File: src/sv/assert_macros.svh
// Assertion macros shared by the matcher RTL.
`ifndef ASSERT_MACROS_SVH
`define ASSERT_MACROS_SVH
// Implication checked on every clock edge outside reset.
`define ASSERT_IMPL(label, clk, rst, ante, cons, msg) \
   label: assert property (@(posedge clk) disable iff (rst) (ante) |-> (cons)) \
      else $error(msg);
// Next-cycle implication checked outside reset.
`define ASSERT_NEXT(label, clk, rst, ante, cons, msg) \
   label: assert property (@(posedge clk) disable iff (rst) (ante) |=> (cons)) \
      else $error(msg);
`endif

File: src/sv/msm_ram.sv
// Generic single-port-write RAM with a registered read port.
module msm_ram #(
   parameter int Width = 8,
   parameter int Depth = 64
) (
   input logic clock,
   input logic we,
   input logic [$clog2(Depth)-1:0] waddr,
   input logic [Width-1:0] wdata,
   input logic [$clog2(Depth)-1:0] raddr,
   output logic [Width-1:0] rdata
);
   logic [Width-1:0] mem_ff [Depth];
   logic [Width-1:0] rdata_ff;

   always_ff @(posedge clock) begin
      if (we) begin
         mem_ff[waddr] <= wdata;
      end
      rdata_ff <= mem_ff[raddr];
   end

   assign rdata = rdata_ff;
endmodule

File: config.mk
export PLATFORM = sky130hd
export DESIGN_NAME = msm_ram
export DESIGN_NICKNAME = d
export VERILOG_FILES = /design/src/sv/assert_macros.svh /design/src/sv/msm_ram.sv
export SDC_FILE = /design/constraint.sdc
export NUM_CORES = 1
export LEC_CHECK = 0
export BUFFER_PORTS_ARGS = -buffer_cell sky130_fd_sc_hd__buf_2
export CORE_UTILIZATION = 45
export DETAILED_ROUTE_END_ITERATION = 8
export PLACE_DENSITY_LB_ADDON = 0.2
export REMOVE_ABC_BUFFERS = 1
export SYNTH_ARGS = -nofsm -noshare
export SYNTH_HDL_FRONTEND = slang
export SYNTH_SLANG_ARGS = --single-unit
export TNS_END_PERCENT = 10
File: constraint.sdc
create_clock -name clock -period 1.75 [get_ports clock]
set_input_delay 0.175 -clock clock [delete_from_list [all_inputs] [get_ports clock]]
set_output_delay 0.175 -clock clock [all_outputs]
set_load 0.01 [all_outputs]
==> summary.json <==
{
  "max_freq": {"value": 0.551, "unit": "GHz"},
  "synth_area": {"value": 20200, "unit": "um2"},
  "grt_max_degree": {"value": 65},
  "internal-power": {"value": 0.0208, "unit": "W"},
  "seq_power_share": {"value": 52.7, "unit": "%"},
  "via_count": {"value": 9993},
  "static-leakage-power": {"value": 7.90, "unit": "nW"},
  "post-place-ws": {"value": -0.609, "unit": "ns"},
  "num_rows": {"value": 77},
  "io_buffer_count": {"value": 29},
  "cp_max_fo": {"value": 1},
  "die_height": {"value": 214, "unit": "um"},
  "maxSlewViolCount": {"value": 0},
  "yosysMostFrequentCell": {"value": "edfxtp_1"},
  "num-fill-cells": {"value": 3366},
  "maxSlewHeadroom": {"value": 48.9, "unit": "%"},
  "yosys.area.top_type": {"value": "edfxtp_1"},
  "gp_routability_congestion": {"value": 0.805},
  "run_status": {"value": "finished, violations left"},
  "clockBufferDepth": {"value": 3},
  "maxCapViolCount": {"value": 0},
  "max-vdd-ir-drop": {"value": 0.790, "unit": "mV"},
  "holdWs": {"value": 0.116, "unit": "ns"},
  "number_of_nets_at_the_end_of_the_flow": {"value": 1169},
  "die_area": {"value": 45700, "unit": "um2"},
  "die_x": {"value": 214, "unit": "um"},
  "synth.top_cell.area_share": {"value": 76.2, "unit": "%"},
  "post_synth_num_cell_types": {"value": 40},
  "overall_overflow_remaining_after_global_route": {"value": 0},
  "data_required_time_of_the_worst_path": {"value": 2.22, "unit": "ns"},
  "cts.reportedPaths.clkPinSlew": {"value": 0.07, "unit": "ns"},
  "power.share.combinational": {"value": 5.8, "unit": "%"},
  "p_per_area": {"value": 1090, "unit": "nW/um2"},
  "via_per_inst": {"value": 5.61},
  "first_global_vias": {"value": 10200},
  "cts_root_buffer_type": {"value": "clkbuf_16"},
  "ys_dominant_reg_cell": {"value": "edfxtp_1"},
  "synthArstFlopShare": {"value": 0, "unit": "%"},
  "timing.final.crit_share": {"value": 104, "unit": "%"},
  "synth_sequential_area_ratio": {"value": 77.0, "unit": "%"},
  "number_of_setup_buffers_added_after_cts": {"value": 0},
  "detail-route-antenna-nets": {"value": 0},
  "yosys-top-cells-count": {"value": "edfxtp_1, mux4_2, nor2_1"},
  "p_total": {"value": 0.0262, "unit": "W"},
  "timing.setup.critical_path_class": {"value": "flip-flop to flip-flop"},
  "hold_path.class": {"value": "primary input to flip-flop"},
  "drt-initial-drc-count": {"value": 932},
  "route.detailed.drc": {"value": 0},
  "synth.yosys.warnings": {"value": 0},
  "sw_frac_of_total": {"value": 20.8, "unit": "%"},
  "wire_per_inst": {"value": 26.3, "unit": "um"},
  "insertion_delay": {"value": 0.59, "unit": "ns"},
  "core_area": {"value": 44200, "unit": "um2"},
  "power_frac_clock": {"value": 41.4, "unit": "%"},
  "layout-area-overhead-vs-synth": {"value": 19.4, "unit": "%"},
  "worst-slew-pin-transition": {"value": 0.766, "unit": "ns"},
  "yosys_register_bits": {"value": 520},
  "antennaDiodeCount": {"value": 0},
  "critPathLaunchType": {"value": "flip-flop"},
  "rsz0062_at_grt": {"value": "true"},
  "layout_min_cycle_time": {"value": 1.81, "unit": "ns"},
  "totalWireLength": {"value": 46800, "unit": "um"},
  "dp_hpwl": {"value": 30300, "unit": "um"},
  "violations": {"value": "negative setup slack"},
  "track_usage": {"value": 21.3, "unit": "%"},
  "setup_viol": {"value": 5},
  "layout.core_utilization": {"value": 54.5, "unit": "%"},
  "gate_count_of_the_mapped_netlist": {"value": 940},
  "pin_count": {"value": 30},
  "arrival": {"value": 2.28, "unit": "ns"},
  "cts_num_sinks": {"value": 520},
  "cts-htree-levels": {"value": 2},
  "postSynthAreaPerCell": {"value": 21.5, "unit": "um2"},
  "grt_first_pass_wirelength": {"value": 68400, "unit": "um"},
  "cts_made_buffers": {"value": 53},
  "power.net_switching": {"value": 0.00545, "unit": "W"},
  "post-route-worst-setup-slack": {"value": -0.0633, "unit": "ns"},
  "category_of_the_worst_setup_path_capture_point": {"value": "flip-flop"},
  "grt_antenna_before_repair": {"value": 1},
  "drive_gt1_share": {"value": 36.2, "unit": "%"},
  "initial_core_util": {"value": 45.6, "unit": "%"},
  "number_of_enable_flip_flop_cells_after_synthesis": {"value": 512},
  "finalClockSkew": {"value": 0.0183, "unit": "ns"},
  "detailedRoute.firstPassIterationCount": {"value": 5},
  "cts_tree": {"value": "yes"},
  "final-hold-violation-count": {"value": 0},
  "synth.top_cells.by_area": {"value": "edfxtp_1, mux4_2, nor2_1, mux2i_1, dfxtp_1"}
}
## state kept, by name (all words and copies together) (netlist names)
signal  cells
mem_ff    512
rdata       8
## power by group through the flow
stage	clock network (W)	logic, W	registers, W
floorplan	0	0.000534	0.0141
global placement	0	0.00149	0.0141
detailed placement	0	0.00150	0.0141
CTS	0.0111	0.00154	0.0138
global route	0.0116	0.00163	0.0138
finish	0.0109	0.00152	0.0138
## per-layer routing
metal	vias to the layer above	track usage, %	wire [um]
met5	-	0	0
met2	324	34.1	22500
li1	4346	-	-
met4	0	6.55	1330
met1	5239	29.8	19800
met3	84	4.16	3120
## worst max-delay path, cell delays in order, from the launching register on
cell and delay (ns):
edfxtp_1 0.36, mux4_2 0.50, mux4_2 0.51, nor2_4 0.11
nor3_1 0.09, o2bb2ai_1 0.13
## repair_timing
action,4_1_cts,5_1_grt
gates resized for setup,23,6
setup endpoints to repair,8,7
hold buffers,1,0
endpoints found under the hold margin,2,0
gates cloned,0,0
pin swaps,5,2
## cells in the final DEF, fill, tap and decap left out, types with 3 or more instances in the layout
| master | instances |
|---|---|
| nand3b_1 | 3 |
| a221oi_2 | 3 |
| buf_2 | 26 |
| o22ai_1 | 8 |
| o2bb2ai_1 | 3 |
| mux2i_1 | 23 |
| clkbuf_8 | 5 |
| dfxtp_1 | 8 |
| o2111ai_1 | 3 |
| mux2_4 | 4 |
| a22oi_1 | 3 |
| nand2b_1 | 7 |
| clkinv_1 | 11 |
| nor3_1 | 5 |
| a21oi_1 | 3 |
| edfxtp_1 | 512 |
| nand2_1 | 19 |
| buf_4 | 157 |
| o221ai_1 | 8 |
| nand3_1 | 13 |
| a221oi_1 | 3 |
| bufinv_16 | 3 |
| clkinv_2 | 8 |
| clkbuf_16 | 55 |
| mux2_2 | 9 |
| buf_12 | 18 |
| nor2_1 | 80 |
| a211oi_1 | 4 |
| nor2b_1 | 13 |
| clkbuf_1 | 13 |
| mux4_2 | 126 |
## cell families (layout without fill, tap and decap cells)
| kind of cell | after synthesis | after routing | share of synthesized area [%] |
|---|---|---|---|
| buffers and inverters | 51 | 300 | 1.57 |
| multiplexers | 162 | 162 | 15.9 |
| AND/OR/NAND/NOR | 153 | 153 | 3.39 |
| AO/OA/AOI/OAI | 54 | 54 | 2.07 |
| flip-flops | 520 | 520 | 77.0 |
## final timing paths
| kind | start | to | slack [ns] | cells after the start |
|---|---|---|---|---|
| setup / recovery | mem_ff[15][2] | rdata[2] | -0.06 | 5 |
| hold / removal | wdata[1] | mem_ff[36][1] | 0.12 | 1 |
| setup reg to reg | mem_ff[15][2] | rdata[2] | -0.06 | 5 |
| hold reg to reg | mem_ff[30][6] | rdata[6] | 0.87 | 3 |
## stage by stage
step	instance area, um2	instances	setup TNS (ns)
5_1_grt	24100	1781	-0.499
6_report	24100	1781	-0.241
2_1_floorplan	19900	889	0
4_1_cts	24100	1781	-0.250
3_3_place_gp	22300	1683	-3.68
3_5_place_dp	22300	1683	-3.79
## final cells by class
type                    instances  area (um2)  area share [%]
flip-flops and latches        520       15500            64.5
clock buffers                  72        1480            6.14
clock inverters                25         198           0.821
repair buffers                203        1690            7.03
well taps                     592         741            3.08
multi-input cells             369        4440            18.4
No activity file was read; power rests on OpenSTA's default activity.
